### config.mk
export PLATFORM = sky130hd
export DESIGN_NAME = spe_horner_cell
export DESIGN_NICKNAME = d
export VERILOG_FILES = /design/src/sv/sigmoid_polynomial_spectrum_eval_macros.svh /design/src/sv/spe_pkg.sv /design/src/sv/spe_horner_cell.sv
export SDC_FILE = /design/constraint.sdc
export NUM_CORES = 2
export LEC_CHECK = 0
export BUFFER_PORTS_ARGS = -buffer_cell sky130_fd_sc_hd__buf_2
export CORE_ASPECT_RATIO = 1.4
export CORE_UTILIZATION = 35
export DETAILED_ROUTE_END_ITERATION = 10
export MAX_ROUTING_LAYER = met4
export PLACE_DENSITY = 0.57
export SYNTH_ARGS = -nofsm -noshare
export SYNTH_HDL_FRONTEND = slang
export SYNTH_SLANG_ARGS = --single-unit
### constraint.sdc
create_clock -name clock -period 12.78 [get_ports clock]
set_input_delay 1.278 -clock clock [delete_from_list [all_inputs] [get_ports clock]]
set_output_delay 1.278 -clock clock [all_outputs]
set_load 0.03 [all_outputs]
### src/sv/sigmoid_polynomial_spectrum_eval_macros.svh
// Assertion macros for the sigmoid polynomial evaluator
`ifndef SIGMOID_POLYNOMIAL_SPECTRUM_EVAL_MACROS_SVH
`define SIGMOID_POLYNOMIAL_SPECTRUM_EVAL_MACROS_SVH
`define SPE_ASSERT_IMPL(lbl, clk, rst, ante, cons, msg) \
   lbl: assert property (@(posedge clk) disable iff (rst) (ante) |-> (cons)) else $error(msg);
`define SPE_ASSERT_NEXT(lbl, clk, rst, ante, cons, msg) \
   lbl: assert property (@(posedge clk) disable iff (rst) (ante) |=> (cons)) else $error(msg);
`endif

### src/sv/spe_pkg.sv
`timescale 1ns / 1ps
`default_nettype none
package spe_pkg;
   localparam int MaxCoeffs = 6;
   localparam int NumCoefRegs = 6;
   localparam int CoefW = 32;
   localparam int WaveW = 17;
   localparam int ResW = 16;
   localparam int CsrIdxW = 3;
   localparam int SqrtSteps = 33;
   localparam int DivSteps = 16;
   localparam logic [CsrIdxW-1:0] RegCoefCount = 3'd6;
   localparam logic [WaveW-1:0] OneQ16 = 17'h10000;

   // data handed along the Horner chain
   typedef struct packed {
      logic                   valid;
      logic signed [CoefW-1:0] x;
      logic [WaveW-1:0]       w;
      logic [2:0]             left;
      logic                   sat;
   } horner_type;

   // data handed along the square root and divider chain
   typedef struct packed {
      logic        valid;
      logic        neg;
      logic        sat;
      logic [31:0] ax;
      logic [65:0] rem;
      logic [33:0] root;
      logic [65:0] d;
      logic [47:0] num;
      logic [16:0] quo;
   } sig_type;
endpackage
`default_nettype wire

### src/sv/spe_horner_cell.sv
`timescale 1ns / 1ps
`default_nettype none
module spe_horner_cell (
   input  wire logic                             clock,
   input  wire logic                             reset,
   input  wire logic                             enable,
   input  wire logic signed [spe_pkg::CoefW-1:0] coef,
   input  wire spe_pkg::horner_type              prev,
   output      spe_pkg::horner_type              next
);
   spe_pkg::horner_type next_ff, next_in;
   logic signed [49:0] prod;
   logic signed [34:0] rnd;
   logic signed [35:0] sum;

   always_comb begin
      prod = prev.x * $signed({1'b0, prev.w});
      rnd = 35'(($signed(prod) + 50'sd32768) >>> 16);
      sum = 36'(rnd) + 36'(coef);
      next_in = prev;
      if (prev.left != 3'd0) begin
         next_in.left = prev.left - 3'd1;
         if (sum > 36'sh07FFFFFFF) begin
            next_in.x = 32'sh7FFFFFFF;
            next_in.sat = 1'b1;
         end else if (sum < -36'sh080000000) begin
            next_in.x = 32'sh80000000;
            next_in.sat = 1'b1;
         end else begin
            next_in.x = sum[31:0];
         end
      end
   end

   always_ff @(posedge clock) begin
      if (reset) begin
         next_ff.valid <= 1'b0;
      end else if (enable) begin
         next_ff.valid <= prev.valid;
      end
      if (enable) begin
         next_ff.x <= next_in.x;
         next_ff.w <= next_in.w;
         next_ff.left <= next_in.left;
         next_ff.sat <= next_in.sat;
      end
   end

   assign next = next_ff;
endmodule
`default_nettype wire

; Word level (Yosys, flattened, before mapping)
; Cells that the tools add are included.
[op_classes]
n_eq_ne = 0
addsub = 3
mul = 1
bitwise_logic = 0
shifts = 0
magnitude_cmp = 2
muxes = 6
div_mod_pow = 0
n_reduce_logical = 1
[op_table]
columns = op, count
row1 = $mux W32, 3
row2 = $add A50 B17 Y50 const B, 1
row3 = $mul A32 B18 Y50, 1
row4 = $add A34 B32 Y35, 1
row5 = $gt A35 B32 Y1 const B, 1
row6 = $lt A35 B32 Y1 const B, 1
row7 = $mux W4, 1
row8 = $reduce_bool A3 Y1, 1
row9 = $sub A3 B1 Y3 const B, 1
row10 = $mux W1, 2
[word_totals]
output_inout_bits = 54
inputBits = 89
regBits = 54
mem_count = 0
latch_bits = 0
wordCells = 18
mem_bits_ro = 0
ram_bits = 0

; Longest topological paths before layout
[depth]
depth_word = 7
mapped_depth = 35
ltp_nobuf = 31

; Worst setup path before layout
; Ideal clock, no wire load.
[synth_path]
kind = input to register
startpoint = input prev[52] (netlist bit)
endpoint = register next_ff (netlist bit next[24]), data pin
setup_time_ps = 278
path_buffers = 4
stages = 32
slack_ps = 3453
t_required_ps = 12502
arrival_ps = 9049
path_cell_list = clkbuf_1 clkbuf_1 nand2_1 fa_1 fa_1 inv_1 fa_1 fa_1 fa_1 inv_1 fa_1 inv_1 ha_1 a21oi_1 o21bai_1 a21o_1 a21o_1 a21oi_1 o21ai_0 a221oi_1 xnor2_1 ha_1 buf_2 a211oi_1 o211ai_1 o211ai_1 nand2_1 nor3_1 a211oi_4 o311ai_4 buf_6 o311ai_2
[synth_lines]
columns = item, line_no
row1 = start: declaration, spe_horner_cell.sv:8  ; input wire spe_pkg::horner_type prev,
row2 = end: declaration, spe_horner_cell.sv:11  ; spe_pkg::horner_type next_ff, next_in;

==> flow_summary.json <==
{
  "status": "complete, no violations",
  "finalWorstSetupSlack_ps": 1930,
  "synth_seq_area_share_pct": 6.84,
  "start_kind": "primary input",
  "antenna_found_initial": 2,
  "endpoint_kind": "flip-flop",
  "r2r_start": "next[53]",
  "max_freq_mhz": 92.1,
  "via_per_inst": 5.16,
  "hold_path_class": "reg2reg",
  "port_buffers": 142,
  "first_pass_iters": 5,
  "yosys_warnings": 0,
  "ioPinCount": 143,
  "post-place-ws_ps": 1570,
  "slowest_delay_ps": 710,
  "place_congestion": 0.908,
  "start_util_pct": 35.4,
  "layout_common_cells": "566 x inv_1, 521 x fa_1, 350 x and2_1",
  "crit_path_top_delay_cell": "o41ai_2",
  "crit_path_max_fanout": 33,
  "htree_levels": 2,
  "synth_edf_count": 53,
  "dieArea_mm2": 0.0684,
  "route.detailed.drc": 0,
  "required_ps": 12820,
  "synth_fp_nets": 3324,
  "detail_route.wl_per_cell_um": 20.9,
  "hold_violations": 0,
  "ys_ff_latch": 54,
  "fin_skew_ps": 0,
  "final_common_cell": "inv_1",
  "tightestPinTransition_ps": 1140,
  "routed_wl_mm": 71.5,
  "cts_hold_buffers": 0,
  "whs_path_depth": 2,
  "drtIter0Drc": 825,
  "maxCapViolCount": 0,
  "setup_tns_ps": 0,
  "fin_hold_ws_ps": 492,
  "root_buffer": "clkbuf_16",
  "syn-cell-area_mm2": 0.0236,
  "hp-start": "next[53]",
  "antenna_left": 0,
  "grt_pass1_wl_mm": 112,
  "clockBufferDepth": 2,
  "drive_gt1_share_pct": 7.65,
  "synth.avg_cell_area_um2": 9.32,
  "overflow": 0,
  "placementRows": 112,
  "ys_types": 82,
  "critPathMostFrequentCell": "fa_1",
  "cp-startpoint": "prev[10]",
  "area_growth_pct": 6.43,
  "synth_ff_type": "edfxtp_1",
  "path_clk_slew_ps": 80,
  "cts_buffers": 5,
  "cts_setup_buffers": 0,
  "grt_max_degree": 68,
  "dpl.hpwl_mm": 56.7,
  "die_y_um": 309,
  "largest_reg_flops": 54,
  "core_area_mm2": 0.0666,
  "rsz0062_at_grt": "false",
  "tritoncts": "done",
  "grt.total_usage_pct": 22.5,
  "slew_violations": 0,
  "fin_crit_sh_pct": 84.9,
  "grt_pass1_vias": 20100,
  "num_vias": 17700,
  "synth_cells": 2527,
  "clock_sinks": 54,
  "finalSetupViolCount": 0,
  "arrival_ps": 10900,
  "maxSlewHeadroom_pct": 23.9,
  "die_w_um": 221,
  "min_period_ps": 10850,
  "cts_resized": 0,
  "reg2regPathDepth": 2,
  "synth-async-reset-ratio_pct": 0,
  "clk_latency_ps": 330,
  "crit_type": "in2reg",
  "final_nets": 3370
}
[worst max-delay path, delay by kind of cell]
kind	cells	cell delay [ps]
AO/OA/AOI/OAI	12	3900
AND/OR/NAND/NOR	3	690
adder cells (fa/ha/maj)	8	3580
XOR/XNOR	1	240
buffers and inverters	4	1150
[cell usage after synthesis, types with 4 or more instances]
cell type | instances | area, um2
inv_1 | 566 | 2120
fa_1 | 521 | 10400
and2_1 | 350 | 2190
nand2_1 | 284 | 1070
ha_1 | 187 | 2340
clkbuf_1 | 91 | 342
a21oi_1 | 72 | 360
edfxtp_1 | 53 | 1590
xnor2_1 | 43 | 377
nor2_1 | 39 | 146
o21ai_0 | 31 | 155
a21o_1 | 30 | 225
xor2_1 | 25 | 219
o311ai_1 | 22 | 193
nor3_1 | 14 | 70.1
o21bai_1 | 14 | 105
nand3_1 | 12 | 60.1
o21a_1 | 12 | 90.1
nand4_1 | 11 | 68.8
o211ai_1 | 11 | 82.6
a31oi_1 | 10 | 62.6
and3_1 | 9 | 56.3
o311ai_2 | 9 | 146
buf_6 | 7 | 78.8
o21ai_1 | 6 | 30.0
buf_2 | 5 | 25.0
a211oi_1 | 4 | 30.0
a211oi_2 | 4 | 50.1
or2_2 | 4 | 25.0
[final cells by class]
type	count	area [um2]
sequential	54	1610
tap	855	1070
clock inverter	2	38.8
clock buffer	6	129
timing repair buffer	145	733
antenna	1	2.50
multi-input combinational	1801	19400
fill	6786	41500
inverter	566	2120
[kinds of logic (layout without fill, tap and decap cells)]
logic type | after synthesis | after routing | share of synthesized area (%)
AOI/OAI and AO/OA | 274 | 274 | 8.87
xor gates and xnor gates | 69 | 69 | 2.60
adders and majority gates | 708 | 708 | 54.2
buffers and inverters | 672 | 719 | 11.0
DFF | 54 | 54 | 6.84
muxes | 3 | 3 | 0.133
other | 0 | 1 | 0
and+or+nand+nor | 747 | 747 | 16.4
[metal layers]
layer | track usage (%) | up-vias | part of all wire, %
li1 | - | 7794 | -
met1 | 22.0 | 9290 | 34
met2 | 44.0 | 449 | 57
met3 | 1.72 | 179 | 3.1
met4 | 11.4 | 0 | 5.3
met5 | - | - | 0
[final timing paths]
check	to	slack [ps]
worst min-delay path	next[53]	490
worst max-delay path	next[0]	1930
worst min register to register	next[53]	490
worst max register to register	next[53]	12200
[through the flow]
step / util, % / std cells / cell area [um2]
finish: 37.7 / 3430 / 25100
global route: 37.7 / 3430 / 25100
CTS: 37.7 / 3429 / 25100
detailed placement: 37.4 / 3421 / 24900
global placement: 37.4 / 3421 / 24900
floorplan: - / 2527 / 23600
Power is left out: the tool's default activity adds up to more than one toggle a clock period on the data nets, which glitch-free logic cannot reach.
