==> src/sv/sigmoid_polynomial_spectrum_eval_macros.svh <==
// Assertion macros for the sigmoid polynomial evaluator
`ifndef SIGMOID_POLYNOMIAL_SPECTRUM_EVAL_MACROS_SVH
`define SIGMOID_POLYNOMIAL_SPECTRUM_EVAL_MACROS_SVH
`define SPE_ASSERT_IMPL(lbl, clk, rst, ante, cons, msg) \
   lbl: assert property (@(posedge clk) disable iff (rst) (ante) |-> (cons)) else $error(msg);
`define SPE_ASSERT_NEXT(lbl, clk, rst, ante, cons, msg) \
   lbl: assert property (@(posedge clk) disable iff (rst) (ante) |=> (cons)) else $error(msg);
`endif

==> src/sv/spe_pkg.sv <==
`timescale 1ns / 1ps
`default_nettype none
package spe_pkg;
   localparam int MaxCoeffs = 6;
   localparam int NumCoefRegs = 6;
   localparam int CoefW = 32;
   localparam int WaveW = 17;
   localparam int ResW = 16;
   localparam int CsrIdxW = 3;
   localparam int SqrtSteps = 33;
   localparam int DivSteps = 16;
   localparam logic [CsrIdxW-1:0] RegCoefCount = 3'd6;
   localparam logic [WaveW-1:0] OneQ16 = 17'h10000;

   // data handed along the Horner chain
   typedef struct packed {
      logic                   valid;
      logic signed [CoefW-1:0] x;
      logic [WaveW-1:0]       w;
      logic [2:0]             left;
      logic                   sat;
   } horner_type;

   // data handed along the square root and divider chain
   typedef struct packed {
      logic        valid;
      logic        neg;
      logic        sat;
      logic [31:0] ax;
      logic [65:0] rem;
      logic [33:0] root;
      logic [65:0] d;
      logic [47:0] num;
      logic [16:0] quo;
   } sig_type;
endpackage
`default_nettype wire

==> src/sv/spe_sigmoid_cell.sv <==
`timescale 1ns / 1ps
`default_nettype none
// One bit of the integer square root, or one quotient bit of the divider.
module spe_sigmoid_cell (
   input  wire logic              clock,
   input  wire logic              reset,
   input  wire logic              enable,
   input  wire logic              is_div,
   input  wire logic [6:0]        bitpos,
   input  wire spe_pkg::sig_type  prev,
   output      spe_pkg::sig_type  next
);
   spe_pkg::sig_type next_ff, next_in;
   logic [67:0] trial;
   logic [66:0] bitv;
   logic [48:0] dtrial;
   logic [48:0] shifted;

   always_comb begin
      next_in = prev;
      bitv = 67'd1 << (2 * bitpos);
      trial = 68'(prev.root) << (bitpos + 7'd1);
      trial = trial + 68'(bitv);
      shifted = 49'(prev.d[33:0]) << bitpos;
      dtrial = shifted;
      if (!is_div) begin
         if (68'(prev.rem) >= trial) begin
            next_in.rem = 66'(68'(prev.rem) - trial);
            next_in.root = prev.root | (34'd1 << bitpos);
         end
      end else begin
         if (49'(prev.num) >= dtrial) begin
            next_in.num = 48'(49'(prev.num) - dtrial);
            next_in.quo = prev.quo | (17'd1 << bitpos);
         end
      end
   end

   always_ff @(posedge clock) begin
      if (reset) begin
         next_ff.valid <= 1'b0;
      end else if (enable) begin
         next_ff.valid <= prev.valid;
      end
      if (enable) begin
         next_ff.neg <= next_in.neg;
         next_ff.sat <= next_in.sat;
         next_ff.ax <= next_in.ax;
         next_ff.rem <= next_in.rem;
         next_ff.root <= next_in.root;
         next_ff.d <= next_in.d;
         next_ff.num <= next_in.num;
         next_ff.quo <= next_in.quo;
      end
   end

   assign next = next_ff;
endmodule
`default_nettype wire
==> config.mk <==
export PLATFORM = sky130hd
export DESIGN_NAME = spe_sigmoid_cell
export DESIGN_NICKNAME = d
export VERILOG_FILES = /design/src/sv/sigmoid_polynomial_spectrum_eval_macros.svh /design/src/sv/spe_pkg.sv /design/src/sv/spe_sigmoid_cell.sv
export SDC_FILE = /design/constraint.sdc
export NUM_CORES = 1
export LEC_CHECK = 0
export ABC_AREA = 1
export BUFFER_PORTS_ARGS = -buffer_cell sky130_fd_sc_hd__buf_4
export CAP_MARGIN = 5
export CORE_AREA = 2 2 248 250
export CTS_CLUSTER_SIZE = 30
export DETAILED_ROUTE_END_ITERATION = 10
export DIE_AREA = 0 0 250 252
export PLACE_DENSITY_LB_ADDON = 0.25
export SKIP_CTS_REPAIR_TIMING = 1
export SLEW_MARGIN = 20
export SYNTH_ARGS = -nofsm -noshare
export SYNTH_HDL_FRONTEND = slang
export SYNTH_SLANG_ARGS = --single-unit
==> constraint.sdc <==
create_clock -name clock -period 19.2 [get_ports clock]
set_input_delay 4.8 -clock clock [delete_from_list [all_inputs] [get_ports clock]]
set_output_delay 4.8 -clock clock [all_outputs]
set_load 0.1 [all_outputs]
### After elaboration in Yosys (flattened, before gate mapping)

Index checks and enable logic that the tools add are counted.

| cells by class | value |
|---|---|
| $add $sub $neg | 4 |
| multipliers | 0 |
| divide/modulo/power cells | 0 |
| magnitude comparators | 2 |
| equality and inequality tests | 0 |
| shift-type cells | 5 |
| multiplexer cells | 4 |
| bitwise gates (word level) | 2 |
| reductions and logical operators | 0 |

Operator list:

| kind | number |
|---|---|
| 2-to-1 mux 100 bit | 2 |
| 2-to-1 mux 65 bit | 2 |
| adder 68 x 67 -> 68 bit | 1 |
| >= comparator 66 x 68 -> 1 bit | 1 |
| << shifter 34 x 7 -> 68 bit | 1 |
| << shifter 1 x 8 -> 67 bit, first input constant | 1 |
| subtractor 66 bit | 1 |
| >= comparator 48 x 49 -> 1 bit | 1 |
| << shifter 34 x 7 -> 49 bit | 1 |
| subtractor 48 bit | 1 |
| bitwise OR 34 bit | 1 |
| << shifter 1 x 7 -> 34 bit, first input constant | 1 |
| bitwise OR 17 bit | 1 |
| << shifter 1 x 7 -> 17 bit, first input constant | 1 |
| adder 7 x 1 -> 7 bit, second input constant | 1 |

| storage, ports and cells | value |
|---|---|
| register bits | 266 |
| bits in latches | 0 |
| memory bits (writable) | 0 |
| bits in read-only memories | 0 |
| input port bits | 277 |
| output and inout bits | 266 |
| memories | 0 |

### Depth between registers and ports, before layout

| logic depth | value |
|---|---|
| word-level depth | 6 |
| depth in mapped cells | 49 |

### Worst setup path before layout

No wires, ideal clock.

| timing | value |
|---|---|
| kind | input -> register |
| start | input port bitpos[1] |
| end | register next_ff (netlist bit next[173]), data pin |
| arrival time | 11.570 ns |
| data required time | 18.951 ns |
| slack | 7.381 ns |
| stages | 41 |
| path buffers | 8 |
| path through | clkbuf_1 -> inv_1 -> clkbuf_1 -> buf_1 -> clkbuf_1 -> ha_1 -> inv_1 -> clkbuf_1 -> clkbuf_1 -> mux2i_1 -> mux2i_1 -> nand2_1 -> o21ai_0 -> nand2_1 -> nor2_1 -> ha_1 -> inv_1 -> nor3_1 -> [... 5 more ...] -> nand2_1 -> a21o_1 -> nand2_1 -> xor2_1 -> ha_1 -> nand2_1 -> nor2_1 -> inv_1 -> nor4_1 -> nand2_1 -> o211ai_1 -> nand2_1 -> a21oi_1 -> buf_2 -> clkbuf_1 -> nand4_1 -> nand2_1 -> inv_1 |

RTL lines:

| element | line | RTL |
|---|---|---|
| from (decl) | spe_sigmoid_cell.sv:9 | `input wire logic [6:0] bitpos,` |
| to (decl) | spe_sigmoid_cell.sv:13 | `spe_pkg::sig_type next_ff, next_in;` |

==> flow_summary.json <==
{
  "grt_pass1_wl_um": 164000,
  "p_per_area_nw_per_um2": 81.3,
  "synth_cell_types": 70,
  "post-route-util_pct": 54.2,
  "arrival_ps": 13640,
  "row_count": 90,
  "start_util_pct": 44.9,
  "final_cell_mix": "nand2_1 (1007), buf_4 (553), inv_1 (525), nor2_1 (337), nand3_1 (297)",
  "cts_tree": "yes",
  "core_sq_um": 60100,
  "drv_slew": 0,
  "syn_inst": 3919,
  "crit_type": "primary input to flop",
  "ys_warn_count": 0,
  "worst_slew_pin_slew_ps": 1150,
  "antenna_found_initial": 2,
  "crit_slowest_cell": "buf_4",
  "async_flop_share_pct": 0,
  "drive_above_1_share_pct": 17.2,
  "h-tree-depth": 1,
  "timing.rr.start": "next[265]",
  "wl_um": 110000,
  "worst_setup_path_start_kind": "primary input",
  "min_from": "next[265]",
  "max_freq_mhz": 75.7,
  "min_path_type": "flop to flop",
  "first_global_vias": 27000,
  "crit_fanout": 97,
  "drt-initial-drc-count": 2829,
  "critPathLaunch": "bitpos[0]",
  "ctsRootBufferMaster": "clkbuf_16",
  "cp_data_required_time_ps": 19620,
  "largest_register_ffs": 266,
  "setup_viol": 0,
  "hpwlAfterDp_um": 91400,
  "cts.path.max_buffers": 3,
  "wl_met2_um": 47700,
  "critPathMostFrequentCell": "nand2_1",
  "drcViolationCount": 0,
  "die_area_sq_um": 63000,
  "routabilityCongestion": 1.06,
  "insertion_delay_ps": 610,
  "seq_area_frac_synth_pct": 29.5,
  "timing_hold_violations_final": 0,
  "rrSetupSlack_ps": 18610,
  "syn_nets": 4352,
  "maxSlewHeadroom_pct": 23.4,
  "wl_met3_um": 9780,
  "period_minus_slack_ps": 13220,
  "ant_nets": 0,
  "wl_met1_um": 48700,
  "finalSetupTns_ps": 0,
  "dr.max_layer_used": "met4",
  "final_common_cell": "nand2_1",
  "port_buffers": 542,
  "peakVddDrop_uv": 70.6,
  "avgSynthCellArea_sq_um": 6.89,
  "cts.clk_slew.worst_paths_ps": 60,
  "io_pins": 543,
  "vias": 29100,
  "synth-seq-cells": 266,
  "drt-pass1-iter-count": 7,
  "overflow": 0,
  "track_usage_pct": 33.8,
  "numCtsBuffers": 30,
  "viasPerCell": 5.62,
  "fin_crit_sh_pct": 68.8,
  "clock-skew-final_ps": 0,
  "cts.sinks": 266,
  "synth-edff-count": 265,
  "die_h_um": 252,
  "crit_path_end_kind": "flop",
  "rsz0062_at_grt": "false",
  "slowest_delay_ps": 670,
  "synthToLayoutAreaGrowth_pct": 20.6,
  "die-width_um": 250,
  "synthesis.area_sq_um": 27000,
  "wire_per_inst_um": 21.2,
  "drv_cap": 0,
  "outcome": "finished, final reports clean",
  "nets": 4811,
  "power.leakage_nw": 14.8,
  "grt_max_degree": 159,
  "synth_top_flop_cell": "edfxtp_1"
}
==> cells by family (layout without fill, tap and decap cells) <==
logic type               count (synthesis)  in the layout  synth area share (%)
XOR/XNOR                               160            160                  5.19
buffers and inverters                  673           1155                  10.4
AO/OA/AOI/OAI                          744            744                  15.9
other                                    0              1                     0
multiplexers                            26             26                 0.964
adder cells (fa/ha/maj)                156            156                  7.28
flip-flops                             266            266                  29.5
AND/OR/NAND/NOR                       1894           1894                  30.7
==> worst paths after layout <==
| check | endpoint | cells after the start |
|---|---|---|
| hold reg to reg | next[265] | 2 |
| hold / removal | next[265] | 2 |
| setup reg to reg | next[265] | 2 |
| setup / recovery | next[150] | 38 |
==> report_power, final <==
group	switching [mW]	internal, mW	leakage [nW]
Clock	0.254	0.407	0.543
Sequential	0.0184	0.714	2.60
Combinational	0.948	0.308	11.7
==> cells in the mapped netlist, drive strengths merged, types with 2 or more instances <==
library cell	number	area share (%)
nand2	1064	15
inv	543	7.6
nor2	360	5.4
o21ai	325	6.0
nand3	311	6.1
edfxtp	265	29
a21oi	210	3.9
ha	154	7.1
nand4	92	2.2
xnor2	83	2.7
buf	81	2.1
xor2	77	2.5
o21bai	52	1.7
clkbuf	47	0.66
a31oi	35	0.81
nor3	28	0.57
mux2i	26	0.96
o22ai	26	0.60
o211ai	18	0.50
a21o	17	0.47
nor4	15	0.35
o21a	14	0.39
o221ai	14	0.45
or2	13	0.30
a221oi	7	0.23
and2	6	0.14
o31ai	5	0.14
a211oi	4	0.11
a21boi	4	0.11
nand3b	3	0.083
a22o	2	0.065
clkinv	2	0.028
fa	2	0.15
o2111ai	2	0.065
==> critical path, delay by kind of cell <==
kind | cells | cell delay [ps]
AND/OR/NAND/NOR | 15 | 2700
buffers and inverters | 10 | 2390
AO/OA/AOI/OAI | 8 | 1940
adder cells (fa/ha/maj) | 3 | 1170
multiplexers | 1 | 240
XOR/XNOR | 1 | 180
==> stage by stage <==
step                      cells  cell area, sq um  setup slack, ps  total power [mW]  hold WS, ps
after floorplan            3919             27000             7380              1.65          971
after global placement     5128             31400             5540              1.98          484
after detailed placement   5128             31400             5480              1.98          500
after CTS                  5183             32600             6070              2.64          515
after global routing       5184             32600             5250              2.76          555
final                      5184             32600             5980              2.65          505
==> final cells by class <==
type	count	area, sq um
clock inverter	23	372
fill	6058	27600
timing repair buffer	555	4190
antenna	1	2.50
tap	782	978
inverter	545	2050
multi-input combinational	2980	16200
clock buffer	32	758
sequential	266	7980
==> metal layers <==
layer  vias up  GRT usage, %
met2      1348          52.2
met5         -             0
li1      14000             -
met1     13500          48.1
met3       196          5.19
met4         0          11.4
No activity file was read; power rests on OpenSTA's default activity.
